`config.mk`:
```
export PLATFORM = sky130hd
export DESIGN_NAME = selective_repeat_receiver
export DESIGN_NICKNAME = d
export VERILOG_FILES = /design/src/sv/srr_pkg.sv /design/src/sv/srr_ctrl.sv /design/src/sv/srr_datapath.sv /design/src/sv/selective_repeat_receiver.sv
export SDC_FILE = /design/constraint.sdc
export NUM_CORES = 1
export LEC_CHECK = 0
export BUFFER_PORTS_ARGS = -buffer_cell sky130_fd_sc_hd__buf_4
export CAP_MARGIN = 20
export CORE_ASPECT_RATIO = 1.75
export CORE_MARGIN = 2
export CORE_UTILIZATION = 45
export DETAILED_ROUTE_END_ITERATION = 7
export GPL_TIMING_DRIVEN = 1
export SYNTH_ARGS = -nofsm -noshare
export SYNTH_HDL_FRONTEND = slang
export SYNTH_HIERARCHICAL = 1
export SYNTH_SLANG_ARGS = --single-unit
export TNS_END_PERCENT = 5
```
`constraint.sdc`:
```
create_clock -name i_clk -period 7.9 [get_ports i_clk]
set_input_delay 0.395 -clock i_clk [delete_from_list [all_inputs] [get_ports i_clk]]
set_output_delay 0.395 -clock i_clk [all_outputs]
set_load 0.02 [all_outputs]
```
`src/sv/srr_pkg.sv`:
```
// Shared types, constants and the slot lookup table builder for the receiver.
`timescale 1ns / 1ps

package srr_pkg;

    // Fixed widths of the port fields.
    localparam int SEQ_BITS          = 8;
    localparam int PORT_PAYLOAD_BITS = 32;

    // Defaults for the top-level parameters.
    localparam int WINDOW_DEFAULT       = 8;
    localparam int PAYLOAD_BITS_DEFAULT = 32;

    // Widest slot index needed by the largest supported window of 64.
    localparam int SLOT_TAB_BITS = 6;

    // Result kinds.
    localparam logic RES_ACK     = 1'b0;
    localparam logic RES_DELIVER = 1'b1;

    typedef logic [SLOT_TAB_BITS-1:0] t_slot_tab [256];

    // Commands from the controller to the datapath.
    typedef struct packed {
        logic load_frame;
        logic do_ack;
        logic do_read;
        logic do_deliver;
    } t_ctrl_cmd;

    // Status from the datapath to the controller.
    typedef struct packed {
        logic out_free;
        logic start_drain;
        logic more;
    } t_dp_status;

    // Sequence number to slot index, built by counting so no divider is needed.
    function automatic t_slot_tab slot_table(int unsigned w);
        t_slot_tab              tab;
        logic [SLOT_TAB_BITS-1:0] c;
        c = '0;
        for (int i = 0; i < 256; i++) begin
            tab[i] = c;
            if (int'(c) == int'(w) - 1) begin
                c = '0;
            end else begin
                c = c + 1'b1;
            end
        end
        return tab;
    endfunction

endpackage

```
`src/sv/srr_ctrl.sv`:
```
// Controller state machine that sequences accept, acknowledge and the in-order drain.
`timescale 1ns / 1ps

module srr_ctrl import srr_pkg::*; (
    input  logic       i_clk,
    input  logic       i_rst_n,
    input  logic       i_frame_valid,
    input  t_dp_status i_status,
    output t_ctrl_cmd  o_cmd,
    output logic       o_busy
);

    typedef enum logic [3:0] {
        S_IDLE = 4'b0001,
        S_ACK  = 4'b0010,
        S_RD   = 4'b0100,
        S_DLV  = 4'b1000
    } t_state;

    t_state r_state;
    t_state n_state;

    always_comb begin
        n_state = r_state;
        o_cmd   = '0;
        unique case (r_state)
            S_IDLE: begin
                if (i_frame_valid) begin
                    o_cmd.load_frame = 1'b1;
                    n_state          = S_ACK;
                end
            end
            S_ACK: begin
                if (i_status.out_free) begin
                    o_cmd.do_ack = 1'b1;
                    n_state      = i_status.start_drain ? S_RD : S_IDLE;
                end
            end
            S_RD: begin
                o_cmd.do_read = 1'b1;
                n_state       = S_DLV;
            end
            S_DLV: begin
                if (i_status.out_free) begin
                    o_cmd.do_deliver = 1'b1;
                    n_state          = i_status.more ? S_RD : S_IDLE;
                end
            end
            default: begin
                n_state = S_IDLE;
            end
        endcase
    end

    assign o_busy = (r_state != S_IDLE);

    always_ff @(posedge i_clk) begin
        if (!i_rst_n) begin
            r_state <= S_IDLE;
        end else begin
            r_state <= n_state;
        end
    end

endmodule

```
`src/sv/srr_datapath.sv`:
```
// Datapath: frame capture, window test, slot valid bits, payload buffer and result register.
`timescale 1ns / 1ps

module srr_datapath import srr_pkg::*; #(
    parameter int WINDOW       = WINDOW_DEFAULT,
    parameter int PAYLOAD_BITS = PAYLOAD_BITS_DEFAULT
) (
    input  logic                         i_clk,
    input  logic                         i_rst_n,
    input  t_ctrl_cmd                    i_cmd,
    output t_dp_status                   o_status,
    input  logic [SEQ_BITS-1:0]          i_frame_seq,
    input  logic [PORT_PAYLOAD_BITS-1:0] i_frame_payload,
    input  logic                         i_result_stall,
    output logic                         o_result_valid,
    output logic                         o_result_kind,
    output logic [SEQ_BITS-1:0]          o_result_seq,
    output logic                         o_accepted,
    output logic [PORT_PAYLOAD_BITS-1:0] o_result_payload,
    output logic                         o_last
);

    localparam int SLOT_W     = (WINDOW > 1) ? $clog2(WINDOW) : 1;
    localparam int STORE_BITS = (PAYLOAD_BITS < PORT_PAYLOAD_BITS) ?
                                PAYLOAD_BITS : PORT_PAYLOAD_BITS;
    localparam logic [SLOT_W-1:0]   LastSlot  = SLOT_W'(WINDOW - 1);
    localparam logic [SEQ_BITS-1:0] WindowLen = SEQ_BITS'(WINDOW);
    localparam logic [SEQ_BITS-1:0] MaxSeq    = '1;
    localparam t_slot_tab           SlotTab   = slot_table(WINDOW);

    logic [SEQ_BITS-1:0]          r_seq;
    logic [STORE_BITS-1:0]        r_payload;
    logic [SEQ_BITS-1:0]          r_next_exp;
    logic [SLOT_W-1:0]            r_slot_ne;
    logic [WINDOW-1:0]            r_valid;
    logic [STORE_BITS-1:0]        r_mem [WINDOW];
    logic [STORE_BITS-1:0]        r_rd_data;

    logic                         r_out_valid;
    logic                         r_kind;
    logic [SEQ_BITS-1:0]          r_rseq;
    logic                         r_acc;
    logic [PORT_PAYLOAD_BITS-1:0] r_rpayload;
    logic                         r_last;

    logic [SEQ_BITS-1:0] offset;
    logic                acc;
    logic                start_drain;
    logic [SLOT_W-1:0]   arr_slot;
    logic [SLOT_W-1:0]   nslot;
    logic                more;

    assign offset      = r_seq - r_next_exp;
    assign acc         = (offset < WindowLen);
    assign start_drain = acc && (offset == '0);
    assign arr_slot    = SlotTab[r_seq][SLOT_W-1:0];
    // Slot of the sequence number after next_expected; wraps to zero past the last slot or past 255.
    assign nslot       = ((r_next_exp == MaxSeq) || (r_slot_ne == LastSlot)) ?
                         '0 : (r_slot_ne + 1'b1);
    // The current slot is cleared by this delivery, so it never counts as the next one.
    assign more        = r_valid[nslot] && (nslot != r_slot_ne);

    assign o_status.out_free    = !r_out_valid || !i_result_stall;
    assign o_status.start_drain = start_drain;
    assign o_status.more        = more;

    always_ff @(posedge i_clk) begin
        if (i_cmd.load_frame) begin
            r_seq     <= i_frame_seq;
            r_payload <= i_frame_payload[STORE_BITS-1:0];
        end
    end

    always_ff @(posedge i_clk) begin
        if (i_cmd.do_ack && acc) begin
            r_mem[arr_slot] <= r_payload;
        end
        if (i_cmd.do_read) begin
            r_rd_data <= r_mem[r_slot_ne];
        end
    end

    always_ff @(posedge i_clk) begin
        if (!i_rst_n) begin
            r_next_exp <= '0;
            r_slot_ne  <= '0;
            r_valid    <= '0;
        end else begin
            if (i_cmd.do_ack && acc) begin
                r_valid[arr_slot] <= 1'b1;
            end
            if (i_cmd.do_deliver) begin
                r_valid[r_slot_ne] <= 1'b0;
                r_next_exp         <= r_next_exp + 1'b1;
                r_slot_ne          <= nslot;
            end
        end
    end

    always_ff @(posedge i_clk) begin
        if (!i_rst_n) begin
            r_out_valid <= 1'b0;
        end else if (i_cmd.do_ack || i_cmd.do_deliver) begin
            r_out_valid <= 1'b1;
        end else if (!i_result_stall) begin
            r_out_valid <= 1'b0;
        end
    end

    always_ff @(posedge i_clk) begin
        if (i_cmd.do_ack) begin
            r_kind     <= RES_ACK;
            r_rseq     <= r_seq;
            r_acc      <= acc;
            r_rpayload <= '0;
            r_last     <= !start_drain;
        end else if (i_cmd.do_deliver) begin
            r_kind     <= RES_DELIVER;
            r_rseq     <= r_next_exp;
            r_acc      <= 1'b1;
            r_rpayload <= PORT_PAYLOAD_BITS'(r_rd_data);
            r_last     <= !more;
        end
    end

    assign o_result_valid   = r_out_valid;
    assign o_result_kind    = r_kind;
    assign o_result_seq     = r_rseq;
    assign o_accepted       = r_acc;
    assign o_result_payload = r_rpayload;
    assign o_last           = r_last;

endmodule

```
`src/sv/selective_repeat_receiver.sv`:
```
// Top level of the selective-repeat receiver: controller plus datapath.
`timescale 1ns / 1ps

// Receiver half of a selective-repeat sliding window. Every frame request yields an
// acknowledgment result that echoes its sequence number and tells whether the frame
// fell inside the window [next_expected, next_expected + WINDOW) modulo 256. An
// accepted frame is buffered in slot seq mod WINDOW; when it is the expected frame it
// is delivered, followed in order by every frame already buffered behind it, and the
// final result of each request carries o_last. Sequence: a request is taken in the idle
// state and its acknowledgment is loaded into the output register in the acknowledge
// state once the output side is free. Each delivered frame then takes a read of the
// payload buffer (a memory with a registered read) and a load of the result, which also
// waits while the output side stalls; at most WINDOW frames are delivered per request.
// A new request is taken as soon as the last result is in the output register, even
// while that result still waits.

module selective_repeat_receiver import srr_pkg::*; #(
    parameter int WINDOW       = WINDOW_DEFAULT,
    parameter int PAYLOAD_BITS = PAYLOAD_BITS_DEFAULT
) (
    input  logic                         i_clk,
    input  logic                         i_rst_n,
    input  logic                         i_frame_valid,
    output logic                         o_frame_stall,
    input  logic [SEQ_BITS-1:0]          i_frame_seq,
    input  logic [PORT_PAYLOAD_BITS-1:0] i_frame_payload,
    output logic                         o_result_valid,
    input  logic                         i_result_stall,
    output logic                         o_result_kind,
    output logic [SEQ_BITS-1:0]          o_result_seq,
    output logic                         o_accepted,
    output logic [PORT_PAYLOAD_BITS-1:0] o_result_payload,
    output logic                         o_last
);

    t_ctrl_cmd  cmd;
    t_dp_status status;

    // The controller walks accept, acknowledge, then read and deliver per buffered frame.
    srr_ctrl u_ctrl (
        .i_clk         (i_clk),
        .i_rst_n       (i_rst_n),
        .i_frame_valid (i_frame_valid),
        .i_status      (status),
        .o_cmd         (cmd),
        .o_busy        (o_frame_stall)
    );

    // The datapath holds the window state, the payload buffer and the output register.
    srr_datapath #(
        .WINDOW       (WINDOW),
        .PAYLOAD_BITS (PAYLOAD_BITS)
    ) u_datapath (
        .i_clk            (i_clk),
        .i_rst_n          (i_rst_n),
        .i_cmd            (cmd),
        .o_status         (status),
        .i_frame_seq      (i_frame_seq),
        .i_frame_payload  (i_frame_payload),
        .i_result_stall   (i_result_stall),
        .o_result_valid   (o_result_valid),
        .o_result_kind    (o_result_kind),
        .o_result_seq     (o_result_seq),
        .o_accepted       (o_accepted),
        .o_result_payload (o_result_payload),
        .o_last           (o_last)
    );

endmodule
```
==> impl_metrics.yaml, run 1 <==
run_status:
  status: "complete, no violations"
global_route:
  grt_pass1_vias: 7692
  grt_overflow_total: 0
  grt_pass1_wl_um: 44400
  grt_max_degree: 74
  antenna_found_initial: 0
  track_usage_pct: 16.9
power:
  cellLeakagePower_nw: 5.67
  seqPwrFrac_pct: 55.9
  combPwrFrac_pct: 1.8
  p_sw_uw: 797
  powerDensity_nw_per_um2: 238
  vdd_drop_max_mv: 0.162
  swShare_pct: 19.2
  p_int_mw: 3.34
  p_clk_share_pct: 42.3
worst_setup_path:
  cp_top_family: "simple AND/OR/NAND/NOR gates"
  endpoint_kind: "flop"
  cp-start-kind: "flop"
  cp.required_ns: 8.03
  crit_path_top_delay_cell: "and4_2"
  slowest_delay_ns: 1.08
  path_cells: "inv_1 -> ha_1 -> inv_1 -> fa_1 -> a21o_1 -> a2111oi_2 -> o22ai_1 -> nor4b_4 -> and4_2"
  path_buf_inv: 2
  path_class: "reg -> reg"
  cp.arrival_ns: 4.04
  crit_top_cell: "inv_1"
  crit_path_max_fanout: 33
yosys:
  seq_area_frac_synth_pct: 75.0
  synth_edf_count: 338
  ys_warn_count: 6
  synth_cell_type_count: 54
  ys_ff_latch: 395
  syn_inst: 796
  syn_area_um2: 15100
  synth_ff_type: "edfxtp_1"
  synth-async-reset-ratio_pct: 0
  synth.avg_cell_area_um2: 18.9
  syn_nets: 851
die:
  start_util_pct: 45.7
  die_h_um: 246
  coreArea_um2: 32900
  die_area_um2: 35000
  rows: 88
  ioPinCount: 89
  fp.dieW_um: 142
cts:
  clk_pin_slew_ns: 0.06
  cts-root-buf: "clkbuf_16"
  clkLatencyLatePin_ns: 0.53
  htree_levels: 2
  clk_path_buf_depth: 3
  numCtsBuffers: 37
  cts_sinks: 395
  post_cts_resized: 0
  hold_buffers: 0
  cts_tree: "yes"
  postCtsSetupRepairBufs: 0
layout:
  num_antenna_cells: 0
  layout.cells.non_filler: 1328
  area_delta_synth_final_pct: 15.5
  fin_nets: 950
  drive_gt1_share_pct: 29.1
route:
  drcViolationCount: 0
  num_vias: 7308
  antenna_left: 0
  drt_pre_antenna_iters: 4
  drtIter0Drc: 499
  vias_per_cell: 5.50
  totalWireLength_um: 28400
  detail_route.wl_per_cell_um: 21.4
job:
  max_cap_violations: 0
sta:
  tightest_slew_ns: 1.12
  max_clock_freq_mhz: 256
  timing.final.crit_period_ns: 3.91
  finalCritPeriodShare_pct: 49.5
  relSlewSlack_pct: 25.5
  setup_tns_ns: 0
  fin_skew_ns: 0.0206
  rsz0062_at_grt: "false"
  hold_viol_final: 0
  maxSlewViolCount: 0
  setup_violations: 0
placed_design:
  gp_congestion: 0.787
  io_buffers: 88
  dp_hpwl_um: 16100
  dp_cells: 1260
worst_hold_path:
  min_path_type: "in -> reg"
[worst paths after layout]
| check | from | to | slack, ns | cells after the start |
|---|---|---|---|---|
| hold reg to reg | u_datapath/r_valid[4]$_SDFF_PN0_ | u_datapath/r_valid[4]$_SDFF_PN0_ | 0.46 | 2 |
| hold / removal | i_frame_payload[14] | u_datapath/r_payload[14]$_DFFE_PP_ | 0.04 | 1 |
| setup / recovery | u_datapath/r_seq[0]$_DFFE_PP_ | u_datapath/r_mem[1][10]$_DFFE_PP_ | 3.99 | 9 |
| setup reg to reg | u_datapath/r_seq[0]$_DFFE_PP_ | u_datapath/r_mem[1][10]$_DFFE_PP_ | 3.99 | 9 |
[sequential cells by signal, indices dropped and copies added (netlist names)]
| register | cells |
|---|---|
| u_datapath/r_mem | 256 |
| u_datapath/o_result_payload | 32 |
| u_datapath/r_payload | 32 |
| u_datapath/r_rd_data | 32 |
| u_datapath/o_result_seq | 8 |
| u_datapath/r_next_exp | 8 |
| u_datapath/r_seq | 8 |
| u_datapath/r_valid | 8 |
| u_ctrl/r_state | 4 |
| u_datapath/r_slot_ne | 3 |
| u_datapath/o_accepted | 1 |
| u_datapath/o_last | 1 |
| u_datapath/o_result_kind | 1 |
| u_datapath/o_result_valid | 1 |
[cells in the mapped netlist, types with 2 or more instances]
cell type | number | share of area (%)
edfxtp_1 | 338 | 67
mux4_2 | 65 | 9.7
dfxtp_1 | 57 | 7.6
nor2_1 | 55 | 1.4
mux2_2 | 35 | 2.6
mux2i_1 | 34 | 2.3
clkbuf_1 | 24 | 0.60
inv_1 | 18 | 0.45
nand2_1 | 17 | 0.42
o21ai_0 | 14 | 0.47
ha_1 | 10 | 0.83
nand2b_1 | 10 | 0.42
nand3_1 | 8 | 0.27
nand3b_1 | 7 | 0.35
nor3_1 | 7 | 0.23
a21boi_0 | 6 | 0.30
a21oi_1 | 6 | 0.20
buf_1 | 6 | 0.15
buf_2 | 6 | 0.20
xnor2_1 | 6 | 0.35
and2_1 | 5 | 0.21
and3_1 | 5 | 0.21
a31oi_1 | 4 | 0.17
o221a_1 | 4 | 0.30
o31ai_1 | 4 | 0.20
nand4_1 | 3 | 0.12
nor3b_1 | 3 | 0.15
o21a_1 | 3 | 0.15
or3_1 | 3 | 0.12
or4b_1 | 3 | 0.20
a21o_1 | 2 | 0.10
and4_1 | 2 | 0.12
buf_4 | 2 | 0.10
nor4b_1 | 2 | 0.12
o22ai_1 | 2 | 0.083
xor2_1 | 2 | 0.12
[stage by stage]
step	worst slack, ns	instance area (um2)	hold slack (ns)	total power, mW	util (%)
3_3_place_gp	4.08	16200	0.447	2.43	49.1
6_report	3.99	17400	0.0368	4.14	52.8
2_1_floorplan	3.78	15100	0.420	2.39	-
4_1_cts	3.96	17400	0.00968	4.20	52.8
3_5_place_dp	3.98	16200	0.460	2.44	49.1
5_1_grt	3.78	17400	0.0163	4.28	52.8
[metal layers]
layer	share of wire [%]	wire, um	GRT usage (%)
met1	40	11300	20.6
met2	53	15100	30.1
met3	3.9	1110	2.63
met4	3.1	882	6.44
met5	0	0	0
[placed cells by master, fill, tap and decap left out, drive strengths merged, types with 7 or more instances in the layout]
cell type / synthesis / layout
buf: 15 / 99
clkbuf: 24 / 50
clkinv: 0 / 13
dfxtp: 57 / 57
edfxtp: 338 / 338
ha: 10 / 10
inv: 18 / 19
mux2: 35 / 35
mux2i: 34 / 34
mux4: 65 / 65
nand2: 18 / 18
nand2b: 10 / 10
nand3: 8 / 8
nand3b: 7 / 7
nor2: 55 / 55
nor3: 7 / 7
o21ai: 14 / 14
[power groups by stage]
stage / logic, mW / clock network, mW / registers [mW]
floorplan: 0.0404 / 0 / 2.35
global placement: 0.0737 / 0 / 2.36
detailed placement: 0.0740 / 0 / 2.36
CTS: 0.0749 / 1.81 / 2.32
global route: 0.0813 / 1.88 / 2.32
finish: 0.0729 / 1.75 / 2.32
[cell type report]
class                   count  area, um2
clock buffers              50       1050
clock inverters            17        151
fillers                  2619      15500
inverters                  18       67.6
multi-input cells         344       3570
flip-flops and latches    395      11300
well taps                 405        507
repair buffers             99        747
[cells by family (layout without fill, tap and decap cells)]
| kind of cell | Yosys count | after routing | synth area share (%) |
|---|---|---|---|
| AO/OA/AOI/OAI | 57 | 57 | 2.74 |
| XOR/XNOR | 8 | 8 | 0.466 |
| adder cells (fa/ha/maj) | 11 | 11 | 0.964 |
| buffers and inverters | 57 | 184 | 1.57 |
| flip-flops | 395 | 395 | 75.0 |
| multiplexers | 134 | 134 | 14.6 |
| AND/OR/NAND/NOR | 134 | 134 | 4.64 |
No activity file was read; power rests on OpenSTA's default activity.
==> run 2: changes to the inputs <==
--- a/config.mk
+++ b/config.mk
@@ -5,6 +5,7 @@
 export SDC_FILE = /design/constraint.sdc
 export NUM_CORES = 1
 export LEC_CHECK = 0
+export ABC_AREA = 1
 export BUFFER_PORTS_ARGS = -buffer_cell sky130_fd_sc_hd__buf_4
 export CAP_MARGIN = 20
 export CORE_ASPECT_RATIO = 1.75
==> constraint.sdc (replaced) <==
create_clock -name i_clk -period 3.6 [get_ports i_clk]
set_input_delay 0.18 -clock i_clk [delete_from_list [all_inputs] [get_ports i_clk]]
set_output_delay 0.18 -clock i_clk [all_outputs]
set_load 0.02 [all_outputs]
==> impl_metrics.yaml, run 2 <==
layout:
  drive_gt1_share_pct: 14.2
  fin_util_pct: 53.7
  num_antenna_cells: 0
  final_cell_mix: "338 x edfxtp_1, 313 x nor2_1, 170 x o21ai_0"
  top_register: "u_datapath/r_mem"
  fin_nets: 1416
  largest_register_ffs: 256
  layout_commonest_cell: "edfxtp_1"
  area_delta_synth_final_pct: 18.7
sta:
  setup_tns_ns: 0
  finalCritPeriodShare_pct: 90.7
  hold_viol_final: 0
  fin_skew_ns: 0.0129
  max_clock_freq_mhz: 306
  worst_slack_ns: 0.334
  relSlewSlack_pct: 36.0
  tightest_slew_ns: 0.958
  setup_violations: 0
  maxSlewViolCount: 0
  timing.final.crit_period_ns: 3.27
  rsz0062_at_grt: "false"
yosys:
  syn_inst: 1225
  yosys.area_share.simple_pct: 12.5
  syn_nets: 1280
  ys_warn_count: 6
  synthXorXnorAreaFrac_pct: 0.116
  synth_ff_type: "edfxtp_1"
  synth_cell_type_count: 37
  synth_edf_count: 338
  synth_area_leaders: "edfxtp_1 67%, nor2_1 7.7%, dfxtp_1 7.5%, o21ai_0 5.6%, nand2_1 2.0%"
  yosysMostFrequentCell: "edfxtp_1"
  synth_largest_area_cell: "edfxtp_1"
  synth_top_family_by_area: "simple AND/OR/NAND/NOR gates"
  synth-async-reset-ratio_pct: 0
  synth_top_area_share_pct: 66.9
  synth.avg_cell_area_um2: 12.4
  seq_area_frac_synth_pct: 74.5
  synth-compound-area-share_pct: 8.80
  synth_fa_ha_area_share_pct: 0.957
  synth_mux_area_share_pct: 0
  ys_ff_latch: 395
  synthTopCellsByCount: "338 x edfxtp_1, 313 x nor2_1, 170 x o21ai_0"
  syn_area_um2: 15200
route:
  num_vias: 9518
  antenna_left: 0
  drtIter0Drc: 617
  vias_per_cell: 5.17
  drcViolationCount: 0
  totalWireLength_um: 33100
  wl_met1_um: 12900
  detail_route.wl_per_cell_um: 17.9
  met3_wirelength_um: 1520
  top_layer: "met4"
  drt_pre_antenna_iters: 5
  dr_wl_met2_um: 17400
cts:
  cts_sinks: 395
  clk_path_buf_depth: 3
  htree_levels: 2
  cts-root-buf: "clkbuf_16"
  clk_pin_slew_ns: 0.07
  numCtsBuffers: 36
  cts_tree: "yes"
  post_cts_resized: 0
  clkLatencyLatePin_ns: 0.52
worst_setup_path:
  cp-start-kind: "flop"
  cp-startpoint: "u_datapath/r_seq[0]$_DFFE_PP_"
  path_class: "reg -> reg"
  crit_path_max_fanout: 9
  cp.arrival_ns: 3.68
  cp.required_ns: 4.01
  endpoint_kind: "flop"
  r2r_start: "u_datapath/r_seq[0]$_DFFE_PP_"
die:
  die_area_um2: 35200
  die_h_um: 247
  fp.dieW_um: 143
  rows: 89
  coreArea_um2: 33500
  ioPinCount: 89
  start_util_pct: 45.2
power:
  p_sw_mw: 1.85
  swShare_pct: 20.0
  p_clk_share_pct: 41.2
  combPwrFrac_pct: 3.4
  vdd_drop_max_mv: 0.360
  seqPwrFrac_pct: 55.4
  cellLeakagePower_nw: 6.56
  powerDensity_nw_per_um2: 513
  p_int_mw: 7.39
global_route:
  grt_max_degree: 86
  grt_pass1_vias: 9511
  grt_pass1_wl_um: 51400
  antenna_found_initial: 0
  grt_overflow_total: 0
  track_usage_pct: 19.1
job:
  max_cap_violations: 0
placed_design:
  gp_congestion: 0.832
  post-place-ws_ns: 0.731
  io_buffers: 88
  dp_hpwl_um: 19500
worst_hold_path:
  min_path_type: "in -> reg"
  hp-start: "i_frame_payload[9]"
run_status:
  status: "complete, no violations"
run 2: cell types whose count changed after synthesis, sizes merged, moves of 34 or more:
cell   previous run  this run
o21ai            14       175
mux2i            34         0
nand2            18        88
mux4             65         0
nor2             55       321
mux2             35         0
inv              18        67
run 2: power groups by stage:
stage / sequential [mW] / combinational [mW] / clock [mW]
final: 5.12 / 0.311 / 3.80
after CTS: 5.12 / 0.308 / 3.90
after global routing: 5.13 / 0.343 / 4.06
after global placement: 5.22 / 0.264 / 0
after floorplan: 5.21 / 0.123 / 0
after detailed placement: 5.22 / 0.267 / 0
run 2: critical path, cell delays in order (launching register included):
cell	delay, ns
edfxtp_1	0.39
inv_1	0.15
ha_1	0.16
inv_1	0.07
fa_1	0.44
nand2_1	0.13
nand3b_1	0.09
nand2_2	0.11
nand3_4	0.10
nor2_8	0.17
nand2_1	0.15
nor3_2	0.17
inv_1	0.11
nand4_1	0.10
nand2_1	0.05
inv_1	0.05
nand2_1	0.04
nand2_1	0.05
nand3_1	0.07
dlygate4sd3_1	0.57
run 2: final timing paths:
path | endpoint | slack [ns] | cells past startpoint
worst min register to register | u_datapath/r_valid[2]$_SDFF_PN0_ | 0.45 | 2
worst max register to register | u_ctrl/r_state[0]$_SDFFE_PN1P_ | 0.33 | 19
worst max-delay path | u_ctrl/r_state[0]$_SDFFE_PN1P_ | 0.33 | 19
worst min-delay path | u_datapath/r_payload[9]$_DFFE_PP_ | 0.36 | 2
run 2: repair_timing:
action | in CTS | in global routing
hold endpoints to repair | 45 | 0
hold buffers | 44 | 0
setup buffers | 0 | 0
run 2: cell families (layout without fill, tap and decap cells):
group,count (synthesis),after routing
xor gates and xnor gates,2,2
buffers and inverters,123,285
AOI/OAI and AO/OA,239,239
DFF,395,395
adders and majority gates,11,11
and+or+nand+nor,455,455
run 2: routing by layer:
layer	vias up	GRT usage (%)
met1	4590	22.3
met3	84	2.94
met2	247	34.6
met5	-	0
li1	4597	-
met4	0	8.24
run 2: cell type report:
class,count,area (um2)
Clock inverter,16,189
Inverter,67,253
Tap cell,455,569
Fill cell,2798,15500
Clock buffer,48,977
Sequential cell,395,11300
Multi-Input combinational cell,707,3410
Timing Repair Buffer,154,1300
run 2: stage by stage:
step	cell area (um2)	hold WS [ns]	cells	power (mW)
after floorplan	15200	0.264	1225	5.34
after global placement	16400	0.358	1733	5.48
after detailed placement	16400	0.359	1733	5.49
after CTS	18000	0.336	1841	9.33
after global routing	18000	0.355	1842	9.53
final	18000	0.361	1842	9.23
==> run 3: changes to the inputs <==
--- a/config.mk
+++ b/config.mk
@@ -15,6 +15,5 @@
 export GPL_TIMING_DRIVEN = 1
 export SYNTH_ARGS = -nofsm -noshare
 export SYNTH_HDL_FRONTEND = slang
-export SYNTH_HIERARCHICAL = 1
 export SYNTH_SLANG_ARGS = --single-unit
 export TNS_END_PERCENT = 5
==> impl_metrics.yaml, run 3 <==
yosys:
  synth_edf_count: 338
  ys_warn_count: 0
  synthTopCellsByCount: "338 x edfxtp_1, 150 x nand2_1, 144 x o21ai_0"
  syn_area_um2: 15000
  synth_top_area_share_pct: 67.5
  synth_fa_ha_area_share_pct: 0.965
  ys_ff_latch: 395
  synth-async-reset-ratio_pct: 0
  yosysMostFrequentCell: "edfxtp_1"
  synth_ff_type: "edfxtp_1"
  synth_cell_type_count: 30
  seq_area_frac_synth_pct: 75.0
  syn_nets: 1204
  synth-compound-area-share_pct: 11.9
  synth_largest_area_cell: "edfxtp_1"
  synth.avg_cell_area_um2: 13.1
  synth_mux_area_share_pct: 0
  yosys.area_share.simple_pct: 8.69
  synthXorXnorAreaFrac_pct: 0.175
  synth_top_family_by_area: "compound AO/OA/AOI/OAI gates"
  synth_area_leaders: "edfxtp_1 67%, dfxtp_1 7.6%, o21ai_0 4.8%, nand2_1 3.7%, o21a_1 3.1%"
  syn_inst: 1149
power:
  finalPower_mw: 9.66
  vdd_drop_max_mv: 0.393
  cellLeakagePower_nw: 6.34
  powerDensity_nw_per_um2: 533
global_route:
  grt_pass1_wl_um: 50200
  antenna_found_initial: 0
  grt_max_degree: 90
  grt_pass1_vias: 9106
  grt_overflow_total: 0
  track_usage_pct: 18.8
sta:
  worst_slack_ns: 0.568
  setup_tns_ns: 0
  maxSlewViolCount: 0
  tightest_slew_ns: 0.991
  setup_violations: 0
  hold_viol_final: 0
  max_clock_freq_mhz: 330
  finalCritPeriodShare_pct: 84.2
  relSlewSlack_pct: 33.8
  timing.final.crit_period_ns: 3.03
  fin_skew_ns: 0.0242
  rsz0062_at_grt: "false"
die:
  fp.dieW_um: 142
  ioPinCount: 89
  coreArea_um2: 32900
  start_util_pct: 45.7
  die_h_um: 246
  rows: 88
  die_area_um2: 35000
worst_hold_path:
  min_path_type: "in -> reg"
layout:
  final_cell_mix: "338 x edfxtp_1, 150 x nand2_1, 144 x o21ai_0"
  area_delta_synth_final_pct: 20.5
  top_register: "u_datapath.r_mem"
  final.fill_count: 2681
  fin_nets: 1340
  largest_register_ffs: 256
  drive_gt1_share_pct: 14.5
  layout_commonest_cell: "edfxtp_1"
  design_area_um2: 18100
  num_antenna_cells: 0
run_status:
  status: "complete, no violations"
route:
  drtIter0Drc: 574
  drt_pre_antenna_iters: 6
  num_vias: 9240
  totalWireLength_um: 32600
  antenna_left: 0
  drcViolationCount: 0
  vias_per_cell: 5.37
  detail_route.wl_per_cell_um: 19.0
placed_design:
  dp_hpwl_um: 18600
  postPlaceCellArea_um2: 16300
  post-place-ws_ns: 0.594
  gp_congestion: 0.810
  io_buffers: 88
cts:
  clk_pin_slew_ns: 0.06
  clk_path_buf_depth: 3
  cts-root-buf: "clkbuf_16"
  numCtsBuffers: 38
  cts_tree: "yes"
  htree_levels: 2
  clkLatencyLatePin_ns: 0.54
  cts_sinks: 395
  postCtsSetupRepairBufs: 0
worst_setup_path:
  r2r_slack_ns: 0.57
  cp.required_ns: 3.81
  cp-start-kind: "flop"
  cp.arrival_ns: 3.24
  path_class: "reg -> reg"
  endpoint_kind: "flop"
  crit_path_max_fanout: 32
job:
  max_cap_violations: 0
==> run 3: cell type report <==
class | instances | area, um2 | share of cell area [%]
clock buffers | 50 | 1060 | 5.83
clock inverters | 20 | 327 | 1.80
inverters | 69 | 260 | 1.44
multi-input cells | 629 | 3290 | 18.1
flip-flops and latches | 395 | 11300 | 62.3
well taps | 405 | 507 | 2.80
repair buffers | 152 | 1400 | 7.70
==> run 3: worst paths after layout <==
| kind | startpoint | cells after the start | endpoint |
|---|---|---|---|
| worst min register to register | u_datapath.r_valid[3]$_SDFF_PN0_ | 2 | u_datapath.r_valid[3]$_SDFF_PN0_ |
| worst max register to register | u_datapath.r_seq[0]$_DFFE_PP_ | 13 | u_datapath.r_mem[5][26]$_DFFE_PP_ |
| worst max-delay path | u_datapath.r_seq[0]$_DFFE_PP_ | 13 | u_datapath.r_mem[5][26]$_DFFE_PP_ |
| worst min-delay path | i_rst_n | 3 | u_datapath.o_result_valid$_SDFFE_PN0P_ |
==> run 3: metrics by stage <==
stage	hold WS [ns]	instances	utilization, %
2_1_floorplan	0.279	1149	-
3_3_place_gp	0.358	1607	49.4
3_5_place_dp	0.359	1608	49.5
4_1_cts	0.00324	1719	55.0
5_1_grt	0.0227	1720	55.1
6_report	0.0193	1720	55.1
==> run 3: routing by layer <==
metal	track usage [%]	wire length [um]
met1	22.5	13100
met2	34.4	17400
met4	6.62	837
met5	0	0
met3	2.65	1250
==> run 3: worst max-delay path, stage by stage (launching register included) <==
cell      delay, ns
edfxtp_1       0.43
inv_1          0.10
ha_1           0.14
inv_1          0.07
fa_1           0.43
nand3_1        0.09
nand3_1        0.08
xor2_1         0.15
nor2_1         0.15
nand3_1        0.24
nor2_1         0.30
nand3_1        0.13
inv_1          0.12
buf_12         0.25
==> run 3: cells by family (layout without fill, tap and decap cells) <==
logic type / Yosys count / in the layout
flops: 395 / 395
compound gates: 302 / 302
buf+inv: 125 / 291
simple gates: 313 / 313
fa+ha+maj: 11 / 11
xor+xnor: 3 / 3
==> run 3: timing repair <==
item	4_1_cts	5_1_grt
setup endpoints to repair	0	0
hold buffers	41	0
hold endpoints to repair	42	0
resized for setup	0	0
==> run 3: where the power goes <==
| group | switching (mW) | internal [mW] | total (mW) |
|---|---|---|---|
| Clock | 1.69 | 2.66 | 4.35 |
| Sequential | 0.0693 | 5.03 | 5.09 |
| Combinational | 0.118 | 0.0977 | 0.216 |
| Total | 1.88 | 7.78 | 9.66 |
